--- src/design/nearest_available_entry_matcher_core_macros.svh ---
// assertion macros for the matcher rtl
`ifndef NEAREST_AVAILABLE_ENTRY_MATCHER_CORE_MACROS_SVH
`define NEAREST_AVAILABLE_ENTRY_MATCHER_CORE_MACROS_SVH

// same-cycle implication, checked on clk outside reset
`define NAM_ASSERT_SAME(lbl, ante, cons, msg) \
	lbl: assert property (@(posedge clk) disable iff (!arst_n) (ante) |-> (cons)) \
		else $error(msg);

// next-cycle implication, checked on clk outside reset
`define NAM_ASSERT_NEXT(lbl, ante, cons, msg) \
	lbl: assert property (@(posedge clk) disable iff (!arst_n) (ante) |=> (cons)) \
		else $error(msg);

`endif

--- src/design/nam_pkg.sv ---
// shared types and constants for the nearest available entry matcher
`default_nettype none

package nam_pkg;

	localparam int ID_W        = 16;
	localparam int IN_COORD_W  = 16;
	localparam int DIST_W      = 33;
	localparam int ECNT_W      = 3;
	localparam int EXCL_FIELDS = 4;
	localparam int MAX_EXCLUDED = 4;
	localparam int EXCL_LIM    = (MAX_EXCLUDED < EXCL_FIELDS) ? MAX_EXCLUDED : EXCL_FIELDS;

	localparam logic [DIST_W-1:0] DIST_RESET = 33'd9999999;

	typedef enum logic {
		ACT_UPDATE  = 1'b0,
		ACT_REQUEST = 1'b1
	} action_t;

	typedef enum logic [1:0] {
		ST_OFFLINE   = 2'd0,
		ST_AVAILABLE = 2'd1,
		ST_ON_TRIP   = 2'd2,
		ST_BUSY      = 2'd3
	} status_t;

	typedef enum logic [2:0] {
		S_CLEAR  = 3'd0,
		S_IDLE   = 3'd1,
		S_SCAN   = 3'd2,
		S_FINISH = 3'd3,
		S_DONE   = 3'd4
	} seq_state_t;

	// table write strobes
	typedef struct packed {
		logic status;
		logic data;
	} tbl_wen_t;

	typedef logic [EXCL_FIELDS-1:0][ID_W-1:0] excl_ids_t;

endpackage

`default_nettype wire

--- src/design/nam_table.sv ---
// entry table: status memory and id/coordinate memory, registered read
`default_nettype none

module nam_table #(
	parameter int DEPTH = 64,
	parameter int CW    = 16,
	parameter int AW    = 6
) (
	input  logic                      clk,
	input  nam_pkg::tbl_wen_t         wen,
	input  logic [AW-1:0]             wr_addr,
	input  nam_pkg::status_t          wr_status,
	input  logic [nam_pkg::ID_W-1:0]  wr_id,
	input  logic [CW-1:0]             wr_x,
	input  logic [CW-1:0]             wr_y,
	input  logic                      rd_en,
	input  logic [AW-1:0]             rd_addr,
	output nam_pkg::status_t          rd_status,
	output logic [nam_pkg::ID_W-1:0]  rd_id,
	output logic [CW-1:0]             rd_x,
	output logic [CW-1:0]             rd_y
);
	import nam_pkg::*;

	localparam int DW = ID_W + 2 * CW;

	status_t         status_mem [DEPTH];
	logic [DW-1:0]   data_mem   [DEPTH];
	status_t         rd_status_q;
	logic [DW-1:0]   rd_data_q;

	always_ff @(posedge clk) begin
		if (wen.status) begin
			status_mem[wr_addr] <= wr_status;
		end
		if (rd_en) begin
			rd_status_q <= status_mem[rd_addr];
		end
	end

	always_ff @(posedge clk) begin
		if (wen.data) begin
			data_mem[wr_addr] <= {wr_id, wr_x, wr_y};
		end
		if (rd_en) begin
			rd_data_q <= data_mem[rd_addr];
		end
	end

	assign rd_status = rd_status_q;
	assign rd_id     = rd_data_q[DW-1 -: ID_W];
	assign rd_x      = rd_data_q[2*CW-1 -: CW];
	assign rd_y      = rd_data_q[CW-1:0];

endmodule

`default_nettype wire

--- src/design/nam_dist.sv ---
// pipelined squared-distance and eligibility unit, one entry per cycle
`default_nettype none

module nam_dist #(
	parameter int CW = 16,
	parameter int AW = 6
) (
	input  logic                              clk,
	input  logic                              arst_n,
	input  logic                              in_vld,
	input  logic [AW-1:0]                     in_idx,
	input  nam_pkg::status_t                  in_status,
	input  logic [nam_pkg::ID_W-1:0]          in_id,
	input  logic [CW-1:0]                     in_x,
	input  logic [CW-1:0]                     in_y,
	input  logic [CW-1:0]                     req_x,
	input  logic [CW-1:0]                     req_y,
	input  nam_pkg::excl_ids_t                excl_ids,
	input  logic [nam_pkg::EXCL_FIELDS-1:0]   excl_en,
	output logic                              out_vld,
	output logic                              out_elig,
	output logic [AW-1:0]                     out_idx,
	output logic [nam_pkg::ID_W-1:0]          out_id,
	output logic [2*CW:0]                     out_dist,
	output logic                              busy
);
	import nam_pkg::*;

	localparam int SQ_W = 2 * CW;

	logic              hit_excl;
	logic [CW-1:0]     dx_c, dy_c;
	logic              vld_s2, vld_s3;
	logic [CW-1:0]     dx_s2, dy_s2;
	logic              elig_s2, elig_s3;
	logic [AW-1:0]     idx_s2, idx_s3;
	logic [ID_W-1:0]   id_s2, id_s3;
	logic [SQ_W-1:0]   sx_c, sy_c;
	logic [SQ_W-1:0]   sx_s3, sy_s3;

	always_comb begin
		hit_excl = 1'b0;
		for (int j = 0; j < EXCL_FIELDS; j++) begin
			if (excl_en[j] && (in_id == excl_ids[j])) begin
				hit_excl = 1'b1;
			end
		end
	end

	// coordinates are offset binary, so unsigned compare gives signed order
	assign dx_c = (in_x > req_x) ? (in_x - req_x) : (req_x - in_x);
	assign dy_c = (in_y > req_y) ? (in_y - req_y) : (req_y - in_y);

	assign sx_c = SQ_W'(dx_s2) * SQ_W'(dx_s2);
	assign sy_c = SQ_W'(dy_s2) * SQ_W'(dy_s2);

	always_ff @(posedge clk or negedge arst_n) begin
		if (!arst_n) begin
			vld_s2 <= 1'b0;
			vld_s3 <= 1'b0;
		end else begin
			vld_s2 <= in_vld;
			vld_s3 <= vld_s2;
		end
	end

	always_ff @(posedge clk) begin
		dx_s2   <= dx_c;
		dy_s2   <= dy_c;
		elig_s2 <= (in_status == ST_AVAILABLE) && !hit_excl;
		idx_s2  <= in_idx;
		id_s2   <= in_id;
		sx_s3   <= sx_c;
		sy_s3   <= sy_c;
		elig_s3 <= elig_s2;
		idx_s3  <= idx_s2;
		id_s3   <= id_s2;
	end

	assign out_vld  = vld_s3;
	assign out_elig = elig_s3;
	assign out_idx  = idx_s3;
	assign out_id   = id_s3;
	assign out_dist = {1'b0, sx_s3} + {1'b0, sy_s3};
	assign busy     = vld_s2 | vld_s3;

endmodule

`default_nettype wire

--- src/design/nearest_available_entry_matcher_core.sv ---
// top level of the nearest available entry matcher
// usage:
//  - input channel in_valid/in_ready carries one transaction per item: an update
//    (action 0) writes the first slot whose id matches or that is offline, a
//    request (action 1) looks for the nearest available, non-excluded entry
//  - output channel out_valid/out_ready returns one transaction per item:
//    match_found and match_id (both zero for updates and failed requests)
//  - cfg_wr_en/cfg_wr_data write the squared distance bound at once; the user
//    must write it only while idle, which the block itself does not enforce
//  - after reset a clearing pass marks every slot offline, with in_ready low;
//    configuration writes are still taken
//  - a request scans every slot, an update stops at its first hit, and a request
//    with no available entries answers without a scan
//  - the next transaction is taken in the cycle after a result is loaded, and
//    none before that; the single table read port scans one entry a cycle and
//    feeds the shared distance pipeline
//  - a result waits in the output register while the receiver stalls; the next
//    transaction is still accepted and runs until its own result is ready
`default_nettype none
`include "nearest_available_entry_matcher_core_macros.svh"

module nearest_available_entry_matcher_core #(
	parameter int TABLE_DEPTH = 64,
	parameter int COORD_WIDTH = 16
) (
	input  logic                                  clk,
	input  logic                                  arst_n,
	input  logic                                  cfg_wr_en,
	input  logic [nam_pkg::DIST_W-1:0]            cfg_wr_data,
	input  logic                                  in_valid,
	output logic                                  in_ready,
	input  logic                                  action,
	input  logic [nam_pkg::ID_W-1:0]              entry_id,
	input  logic [1:0]                            new_status,
	input  logic signed [nam_pkg::IN_COORD_W-1:0] pos_x,
	input  logic signed [nam_pkg::IN_COORD_W-1:0] pos_y,
	input  logic [nam_pkg::ECNT_W-1:0]            excl_count,
	input  logic [nam_pkg::ID_W-1:0]              exclude_id_0,
	input  logic [nam_pkg::ID_W-1:0]              exclude_id_1,
	input  logic [nam_pkg::ID_W-1:0]              exclude_id_2,
	input  logic [nam_pkg::ID_W-1:0]              exclude_id_3,
	output logic                                  out_valid,
	input  logic                                  out_ready,
	output logic                                  match_found,
	output logic [nam_pkg::ID_W-1:0]              match_id
);
	import nam_pkg::*;

	localparam int CW     = COORD_WIDTH;
	localparam int AW     = (TABLE_DEPTH > 1) ? $clog2(TABLE_DEPTH) : 1;
	localparam int CNT_W  = $clog2(TABLE_DEPTH + 1);
	localparam int SUM_W  = 2 * CW + 1;
	localparam int CMP_W  = (SUM_W > DIST_W) ? SUM_W : DIST_W;
	localparam logic [AW-1:0]    LAST_ADDR = AW'(TABLE_DEPTH - 1);
	localparam logic [CNT_W-1:0] CNT_MAX   = CNT_W'(TABLE_DEPTH);
	localparam logic [CW-1:0]    SIGN_FLIP = {1'b1, {(CW-1){1'b0}}};
	localparam logic [ECNT_W-1:0] ECNT_LIM = ECNT_W'(EXCL_LIM);

	// sequencer and control state
	seq_state_t          state_q, state_d;
	logic [AW-1:0]       addr_q;
	logic                issue_q;
	logic                vld_s1;
	logic [AW-1:0]       idx_s1;
	logic [CNT_W-1:0]    cnt_q;
	logic [DIST_W-1:0]   max_dist_sq_q;
	logic                found_q;
	logic                out_valid_q;

	// item and search payload
	action_t             act_q;
	logic [ID_W-1:0]     id_q;
	status_t             st_q;
	logic [CW-1:0]       px_q, py_q;
	excl_ids_t           excl_ids_q;
	logic [EXCL_FIELDS-1:0] excl_en_q;
	logic [DIST_W-1:0]   best_q;
	logic [AW-1:0]       best_idx_q;
	logic [ID_W-1:0]     best_id_q;
	logic                res_found_q;
	logic [ID_W-1:0]     res_id_q;
	logic                match_found_q;
	logic [ID_W-1:0]     match_id_q;

	// combinational control
	logic                in_fire;
	logic                req_in;
	logic                cnt_zero;
	logic                rd_en;
	tbl_wen_t            wen;
	logic [AW-1:0]       wr_addr;
	status_t             wr_status;
	logic                load_out;
	logic                upd_hit;
	logic                scan_empty;
	logic                best_upd;
	logic [ECNT_W-1:0]   ecnt_c;
	logic [EXCL_FIELDS-1:0] excl_en_c;
	logic [CW-1:0]       px_c, py_c;

	// table read side
	status_t             rd_status;
	logic [ID_W-1:0]     rd_id;
	logic [CW-1:0]       rd_x, rd_y;

	// distance unit outputs
	logic                dist_in_vld;
	logic                dist_vld;
	logic                dist_elig;
	logic [AW-1:0]       dist_idx;
	logic [ID_W-1:0]     dist_id;
	logic [SUM_W-1:0]    dist_sum;
	logic                dist_busy;

	assign in_fire  = in_valid && in_ready;
	assign req_in   = (action == ACT_REQUEST);
	assign cnt_zero = (cnt_q == '0);

	// coordinates held as offset binary of their low COORD_WIDTH bits
	assign px_c = CW'($unsigned(pos_x)) ^ SIGN_FLIP;
	assign py_c = CW'($unsigned(pos_y)) ^ SIGN_FLIP;

	// exclude count clamped to the usable fields
	assign ecnt_c = (excl_count > ECNT_LIM) ? ECNT_LIM : excl_count;
	always_comb begin
		for (int j = 0; j < EXCL_FIELDS; j++) begin
			excl_en_c[j] = (ECNT_W'(j) < ecnt_c);
		end
	end

	// an update stops at the first slot with its id or an offline slot
	assign upd_hit = (act_q == ACT_UPDATE) && vld_s1
	               && ((rd_id == id_q) || (rd_status == ST_OFFLINE));

	assign scan_empty = !issue_q && !vld_s1 && !dist_busy;

	assign dist_in_vld = vld_s1 && (act_q == ACT_REQUEST) && (state_q == S_SCAN);

	// strictly below the current best, which starts at the bound
	assign best_upd = (state_q == S_SCAN) && dist_vld && dist_elig
	                && (CMP_W'(dist_sum) < CMP_W'(best_q));

	// next state
	always_comb begin
		state_d = state_q;
		unique case (state_q)
			S_CLEAR: begin
				if (addr_q == LAST_ADDR) begin
					state_d = S_IDLE;
				end
			end
			S_IDLE: begin
				if (in_valid) begin
					state_d = (req_in && cnt_zero) ? S_DONE : S_SCAN;
				end
			end
			S_SCAN: begin
				if (upd_hit) begin
					state_d = S_DONE;
				end else if (scan_empty) begin
					state_d = (act_q == ACT_REQUEST) ? S_FINISH : S_DONE;
				end
			end
			S_FINISH: state_d = S_DONE;
			S_DONE: begin
				if (!out_valid_q || out_ready) begin
					state_d = S_IDLE;
				end
			end
			default: state_d = S_IDLE;
		endcase
	end

	// sequencer outputs
	always_comb begin
		in_ready  = 1'b0;
		rd_en     = 1'b0;
		wen       = '0;
		wr_addr   = idx_s1;
		wr_status = st_q;
		load_out  = 1'b0;
		unique case (state_q)
			S_CLEAR: begin
				wen.status = 1'b1;
				wr_addr    = addr_q;
				wr_status  = ST_OFFLINE;
			end
			S_IDLE: in_ready = 1'b1;
			S_SCAN: begin
				rd_en = issue_q;
				if (upd_hit) begin
					wen.status = 1'b1;
					wen.data   = 1'b1;
				end
			end
			S_FINISH: begin
				if (found_q) begin
					wen.status = 1'b1;
					wr_addr    = best_idx_q;
					wr_status  = ST_ON_TRIP;
				end
			end
			S_DONE: load_out = !out_valid_q || out_ready;
			default: ;
		endcase
	end

	// control registers
	always_ff @(posedge clk or negedge arst_n) begin
		if (!arst_n) begin
			state_q       <= S_CLEAR;
			addr_q        <= '0;
			issue_q       <= 1'b0;
			vld_s1        <= 1'b0;
			cnt_q         <= '0;
			max_dist_sq_q <= DIST_RESET;
			found_q       <= 1'b0;
			out_valid_q   <= 1'b0;
		end else begin
			state_q <= state_d;
			vld_s1  <= rd_en;

			if (cfg_wr_en) begin
				max_dist_sq_q <= cfg_wr_data;
			end

			// address walk for the clearing pass and the scans
			if (state_q == S_CLEAR) begin
				addr_q <= (addr_q == LAST_ADDR) ? '0 : addr_q + 1'b1;
			end else if (in_fire) begin
				addr_q <= '0;
			end else if (rd_en && (addr_q != LAST_ADDR)) begin
				addr_q <= addr_q + 1'b1;
			end

			if (in_fire) begin
				issue_q <= !(req_in && cnt_zero);
			end else if (upd_hit || (rd_en && (addr_q == LAST_ADDR))) begin
				issue_q <= 1'b0;
			end

			if (in_fire) begin
				found_q <= 1'b0;
			end else if (best_upd) begin
				found_q <= 1'b1;
			end

			// available count: one change at most per cycle
			if (in_fire && req_in && !cnt_zero) begin
				cnt_q <= cnt_q - 1'b1;
			end else if (state_q == S_SCAN && upd_hit) begin
				if (rd_status != ST_AVAILABLE && st_q == ST_AVAILABLE) begin
					if (cnt_q < CNT_MAX) begin
						cnt_q <= cnt_q + 1'b1;
					end
				end else if (rd_status == ST_AVAILABLE && st_q != ST_AVAILABLE) begin
					if (!cnt_zero) begin
						cnt_q <= cnt_q - 1'b1;
					end
				end
			end else if (state_q == S_FINISH && !found_q) begin
				// nothing matched, the count goes back
				if (cnt_q < CNT_MAX) begin
					cnt_q <= cnt_q + 1'b1;
				end
			end

			if (load_out) begin
				out_valid_q <= 1'b1;
			end else if (out_ready) begin
				out_valid_q <= 1'b0;
			end
		end
	end

	// payload registers
	always_ff @(posedge clk) begin
		idx_s1 <= addr_q;
		if (in_fire) begin
			act_q       <= action_t'(action);
			id_q        <= entry_id;
			st_q        <= status_t'(new_status);
			px_q        <= px_c;
			py_q        <= py_c;
			excl_ids_q  <= {exclude_id_3, exclude_id_2, exclude_id_1, exclude_id_0};
			excl_en_q   <= excl_en_c;
			best_q      <= max_dist_sq_q;
			res_found_q <= 1'b0;
			res_id_q    <= '0;
		end
		if (best_upd) begin
			best_q     <= DIST_W'(dist_sum);
			best_idx_q <= dist_idx;
			best_id_q  <= dist_id;
		end
		if (state_q == S_FINISH) begin
			res_found_q <= found_q;
			res_id_q    <= found_q ? best_id_q : '0;
		end
		if (load_out) begin
			match_found_q <= res_found_q;
			match_id_q    <= res_id_q;
		end
	end

	assign out_valid   = out_valid_q;
	assign match_found = match_found_q;
	assign match_id    = match_id_q;

	nam_table #(
		.DEPTH (TABLE_DEPTH),
		.CW    (CW),
		.AW    (AW)
	) u_table (
		.clk       (clk),
		.wen       (wen),
		.wr_addr   (wr_addr),
		.wr_status (wr_status),
		.wr_id     (id_q),
		.wr_x      (px_q),
		.wr_y      (py_q),
		.rd_en     (rd_en),
		.rd_addr   (addr_q),
		.rd_status (rd_status),
		.rd_id     (rd_id),
		.rd_x      (rd_x),
		.rd_y      (rd_y)
	);

	nam_dist #(
		.CW (CW),
		.AW (AW)
	) u_dist (
		.clk       (clk),
		.arst_n    (arst_n),
		.in_vld    (dist_in_vld),
		.in_idx    (idx_s1),
		.in_status (rd_status),
		.in_id     (rd_id),
		.in_x      (rd_x),
		.in_y      (rd_y),
		.req_x     (px_q),
		.req_y     (py_q),
		.excl_ids  (excl_ids_q),
		.excl_en   (excl_en_q),
		.out_vld   (dist_vld),
		.out_elig  (dist_elig),
		.out_idx   (dist_idx),
		.out_id    (dist_id),
		.out_dist  (dist_sum),
		.busy      (dist_busy)
	);

	// count stays within the table depth
	`NAM_ASSERT_SAME(a_cnt_range, 1'b1, cnt_q <= CNT_MAX, "available count above table depth")

	// a request with nothing available answers without a scan
	`NAM_ASSERT_NEXT(a_req_empty, in_fire && req_in && cnt_zero, state_q == S_DONE && !issue_q, "empty request started a scan")

	// a request that goes on to scan takes one count
	`NAM_ASSERT_NEXT(a_req_take, in_fire && req_in && !cnt_zero, cnt_q == $past(cnt_q) - 1'b1, "request did not take a count")

	// the table is only written by the clearing pass, a scan or the finish step
	`NAM_ASSERT_SAME(a_no_idle_wr, state_q == S_IDLE || state_q == S_DONE, !wen.status && !wen.data, "table written outside a scan")

	// a chosen entry beats the bound
	`NAM_ASSERT_SAME(a_best_bound, state_q == S_FINISH && found_q, best_q < max_dist_sq_q, "match not below the distance bound")

endmodule

`default_nettype wire

--- config.mk ---
export PLATFORM = sky130hd
export DESIGN_NAME = nearest_available_entry_matcher_core
export DESIGN_NICKNAME = d
export VERILOG_FILES = /design/src/design/nam_pkg.sv /design/src/design/nam_table.sv /design/src/design/nam_dist.sv /design/src/design/nearest_available_entry_matcher_core.sv
export VERILOG_INCLUDE_DIRS = /design/src /design/src/design
export SDC_FILE = /design/constraint.sdc
export NUM_CORES = 2
export LEC_CHECK = 0
export ABC_AREA = 0
export BUFFER_PORTS_ARGS = -buffer_cell sky130_fd_sc_hd__buf_4
export CORE_UTILIZATION = 50
export DETAILED_ROUTE_END_ITERATION = 6
export PLACE_DENSITY = 0.73
export REMOVE_ABC_BUFFERS = 1
export SLEW_MARGIN = 20
export SYNTH_ARGS = -nofsm -noshare
export SYNTH_HDL_FRONTEND = slang
export SYNTH_SLANG_ARGS = --single-unit
--- constraint.sdc ---
create_clock -name clk -period 6.5 [get_ports clk]
set_input_delay 0.65 -clock clk [delete_from_list [all_inputs] [get_ports clk]]
set_output_delay 0.65 -clock clk [all_outputs]
set_load 0.03 [all_outputs]
# Word level (Yosys, flattened, before mapping)
# Memories as Yosys holds them, arrays and structs flattened. A register that Yosys moved wholly into a read port is not among the register bits.
# Index checks and enable logic that the tools add are counted.
# totals
ff_bits,411
ramBits,3200
inputBits,156
out_inout_bits,19
elab_cells,184
mem_count,2
# memory_table
name,words,word_bits,read_ports,rd_clocked_by_memory_dff,write_ports,line,text
u_table.data_mem,64,48,1,1,1,nam_table.sv:28,logic [DW-1:0] data_mem [DEPTH];
u_table.status_mem,64,2,1,1,1,nam_table.sv:27,status_t status_mem [DEPTH];
# classes
add_sub_neg,8
mul,2
order_cmp,9
n_eq_ne,21
muxes,54
bitwise_logic,4
n_reduce_logical,46
# op_table
operator,n
16-bit equality test,5
16-bit 2-to-1 mux,5
33-bit 2-to-1 mux,2
16-bit by 16-bit multiplier with 32-bit output,2
16-bit subtractor,4
7-bit 2-to-1 mux,7
32-bit by 32-bit adder with 33-bit output,1
33-bit less-than comparator,1
16-bit > comparator,2
6-bit 2-to-1 mux,5
1-bit logical AND,24
3-bit 2-to-1 mux,8
1-bit 2-to-1 mux,21
3-bit one-hot mux with 5 select lines,1
6-bit one-hot mux with 2 select lines,1
1-bit logical NOT,8
2-bit nonzero test,4
"7-bit by 1-bit adder with 7-bit output, second input constant",1
7-bit logical NOT,1
"7-bit less-than comparator, second input constant",1
"7-bit by 1-bit subtractor with 7-bit output, second input constant",1
"6-bit by 1-bit adder with 6-bit output, second input constant",1
"3-bit by 2-bit equality test with 1-bit output, second input constant",2
"6-bit equality test, second input constant",1
23 further kinds,35

# Logic depth before layout (Yosys ltp)
# depth
word_depth,8
mapped_depth,25
depth_no_buf,23

# Modules after synthesis
# From an unflattened synthesis, not the netlist that was laid out.
# unflattened
cells_unflattened,8497
hier_area_um2,156033.4
# modules_own_cells
mod,instances,cells_per_inst,area_each_um2,seq_area_each_um2
nam_table,1,5274,122760.2,97593.6
nam_dist,1,2570,22683.0,2852.7
nearest_available_entry_matcher_core,1,653,10590.2,7709.9

# Worst setup path before layout
# Ideal clock, no wire load.
# synth_path
kind,reg2reg
startpoint,register u_dist.dy_s2[1]
endpoint,register u_dist.sy_s3[31]
setup_ns,0.126
arrival_ns,6.029
required_time_ns,6.374
slack_ns,0.345
stages_incl_launch_ff,24
path_buffers,3
synth_period_minus_slack_ns,6.155
cell_sequence,dfxtp_1 clkbuf_1 clkbuf_1 and2_1 fa_1 inv_1 fa_1 inv_1 fa_1 inv_1 fa_1 inv_1 fa_1 inv_1 fa_1 inv_1 ha_1 clkbuf_1 nand2_1 o31ai_1 a21oi_1 o311ai_0 a311oi_1 xnor2_1
# synth_via
elab_chain_cells,1
# synth_lines
element,line,text
from (decl),nam_dist.sv:34,"logic [CW-1:0] dx_s2, dy_s2;"
from (signal assigned),nam_dist.sv:69,dy_s2 <= dy_c;
16-bit by 16-bit multiplier with 32-bit output,nam_dist.sv:55,assign sy_c = SQ_W'(dy_s2) * SQ_W'(dy_s2);
named net u_dist.sy_c[31],nam_dist.sv:38,"logic [SQ_W-1:0] sx_c, sy_c;"
to (signal assigned),nam_dist.sv:74,sy_s3 <= sy_c;
to (decl),nam_dist.sv:39,"logic [SQ_W-1:0] sx_s3, sy_s3;"
# The timed path passes the listed nets, and every way through them passes these cells.
# A chain may end at the register's enable or synchronous reset.

# Worst setup path after layout
# layout_path
startpoint,register u_dist.dy_s2[4]
endpoint,register u_dist.sy_s3[24]
# Same word-level chain as after synthesis.

==> flow_summary.toml <==
[logic_synthesis]
synthArstFlopShare_pct = 1.50
ys_ff_latch = 3659
postSynthAreaPerCell_sq_um = 19.6
synth-edff-count = 3458
synth-main-ff-cell = "edfxtp_1"
yosys_warnings = 0
synth_largest_area_cell = "edfxtp_1"
syn-cell-area_sq_mm = 0.156
synth.top_cell.area_share_pct = 66.4
syn_inst = 7979
yosysSeqAreaShare_pct = 69.2
synthDistinctLibCells = 87
synth_area_leaders = "edfxtp_1 (66%), mux4_2 (15%), fa_1 (4.2%)"

[floorplanning]
num_rows = 204
die_w_microns = 561
start_util_pct = 50.5
io_pins = 175
die_h_microns = 561
die-area_sq_mm = 0.315
design.core.area_sq_mm = 0.310

[sta]
finClkSkew_ns = 0.122
hold_violations = 0
tns_ns = 0
min_period_over_period_pct = 95.1
rsz0062_at_grt = "no"
period_minus_slack_ns = 6.18
finalSetupViolations = 0
max_slew.worst_pin.slew_ns = 1.12
finalMaxSlewViolations = 0
relSlewSlack_pct = 25.3
fmax_ghz = 0.162

[cells_and_area]
drive_gt1_share_pct = 25.1
syn2layout_area_growth_pct = 14.2
layout.nets = 9440
layout_commonest_cell = "edfxtp_1"
layout_common_cells = "edfxtp_1 (3458), mux4_2 (1050), inv_1 (643)"

[cts]
cts_sinks = 3659
clk_pin_slew_worst_paths_ns = 0.06
cts-root-buf = "clkbuf_16"
clkLatencyLatePin_ns = 0.98
numCtsBuffers = 363
cts_htree_levels = 5
cts_tree = "done"
cts_max_path_buffers = 4

[placed_design]
dp_hpwl_microns = 235000
port_buffers = 174
gp_congestion = 0.852

[global_routing]
grt_pass1_vias = 84900
antenna_found_initial = 8
grt_overflow = 0
grt_pass1_wl_microns = 603000
grt_usage_pct = 26.8
grt_max_degree = 149

[critical_path]
critPathMaxFanout = 10
cp.required_ns = 7.27
cp-start-kind = "register"
crit_type = "reg -> reg"
cp.arrival_ns = 6.95
end_kind = "register"

[flow_run]
maxCapViolCount = 0

[status]
status = "completed"

[detailed_routing]
route.vias.total = 82200
wl_per_cell_microns = 32.3
antenna_left = 0
drtIter0Drc = 11000
drc_errors = 0
viasPerCell = 6.30
firstDrtPassIters = 6
wl_microns = 422000

[min_path]
hp-class = "in -> reg"
## logic make-up (layout without fill, tap and decap cells)
kind of cell | count (synthesis) | in the layout | synth area share [%]
AO/OA/AOI/OAI | 450 | 450 | 1.95
AND/OR/NAND/NOR | 878 | 878 | 2.67
adder cells (fa/ha/maj) | 659 | 659 | 6.85
multiplexers | 1145 | 1145 | 15.8
buffers and inverters | 987 | 1934 | 2.45
XOR/XNOR | 201 | 201 | 1.13
flip-flops | 3659 | 3659 | 69.2
other | 0 | 7 | 0
## state kept, by name, indices dropped and copies added (netlist names), 31 cells and up
name / count
u_table.data_mem: 3072
u_table.status_mem: 128
best_q: 33
excl_ids_q: 64
max_dist_sq_q: 33
u_table.rd_data_q: 48
u_dist.sx_s3: 31
u_dist.sy_s3: 31
## per-stage QoR
step / area [sq um] / instances / hold slack, ns / setup WS, ns / util, %
floorplan: 155000 / 7637 / 0.310 / -29.42 / -
global placement: 165000 / 12200 / 0.313 / 0.170 / 53.3
detailed placement: 165000 / 12200 / 0.312 / 0.0140 / 53.3
CTS: 178000 / 13000 / 0.0501 / 0.0407 / 57.6
global route: 179000 / 13000 / 0.131 / 0.0189 / 57.6
finish: 179000 / 13100 / 0.0924 / 0.321 / 57.6
## cell type report
| class | instances | area, sq um |
|---|---|---|
| repair buffers | 623 | 6140 |
| inverters | 645 | 2430 |
| diodes | 7 | 17.5 |
| clock inverters | 219 | 2140 |
| well taps | 4120 | 5150 |
| multi-input cells | 3333 | 44900 |
| clock buffers | 447 | 9560 |
| flip-flops and latches | 3659 | 108000 |
| fillers | 22100 | 131000 |
## Yosys cell counts, types with 8 or more instances
master,instances
edfxtp_1,3458
clkbuf_1,211
inv_1,644
and2_1,102
nor3_1,44
a21boi_0,9
o21ai_0,68
or2_2,11
a31o_2,8
a21o_1,47
and3_1,19
xnor2_1,140
or3_1,8
nand3_1,60
o21a_1,14
buf_2,84
nor2b_1,26
nor2_1,255
nand2_1,250
a221oi_1,14
o211ai_1,18
mux2i_1,20
o21bai_1,21
buf_1,43
dfxtp_1,146
dfstp_2,14
a31oi_1,14
a21oi_1,127
ha_1,331
dfrtp_1,41
o41ai_1,9
fa_1,328
mux4_2,1050
a211oi_1,19
nor4_1,9
a221o_1,10
xor2_1,61
nand4_1,38
mux2_2,75
nand2b_1,21
## timing repair
action                                 in CTS  in global routing
resized for setup                           0                 14
hold buffers                              153                  0
endpoints found under the hold margin     193                  0
setup buffers                               0                  0
setup endpoints to repair                   0                 10
## layer usage
layer / up-vias / routed length, microns / part of all wire [%] / track usage [%]
met5: - / 32 / 0.0076 / 0
met4: 4 / 19400 / 4.6 / 11.2
met3: 936 / 39200 / 9.3 / 4.21
met2: 5147 / 212000 / 50 / 45.3
met1: 43300 / 151000 / 36 / 34.7
li1: 32800 / - / - / -
## worst max-delay path, cell delays in order (launching register included)
cell      delay (ns)
dfxtp_1         0.60
buf_4           0.27
nand2_1         0.12
fa_1            0.48
fa_1            0.43
inv_1           0.07
fa_1            0.44
fa_1            0.46
fa_1            0.52
inv_1           0.05
fa_1            0.47
inv_1           0.04
ha_1            0.34
a21o_1          0.24
a21o_1          0.18
a21oi_1         0.21
o21ai_0         0.22
nor3_1          0.41
nor2_1          0.13
o311ai_0        0.40
## path summary, 6_finish.rpt
check	start	end	slack, ns	cells past startpoint
max reg2reg	u_dist.dy_s2[4]	u_dist.sy_s3[24]	0.32	19
min	in_valid	state_q[0]	0.09	3
min in group asynchronous	arst_n	max_dist_sq_q[16]	0.41	2
min reg2reg	u_dist.id_s2[5]	u_dist.out_id[5]	0.31	0
max	u_dist.dy_s2[4]	u_dist.sy_s3[24]	0.32	19
max in group asynchronous	arst_n	addr_q[4]	5.31	2
Power is not shown: default switching activity piles up to over one toggle a cycle in this logic, so the estimate is an artifact.
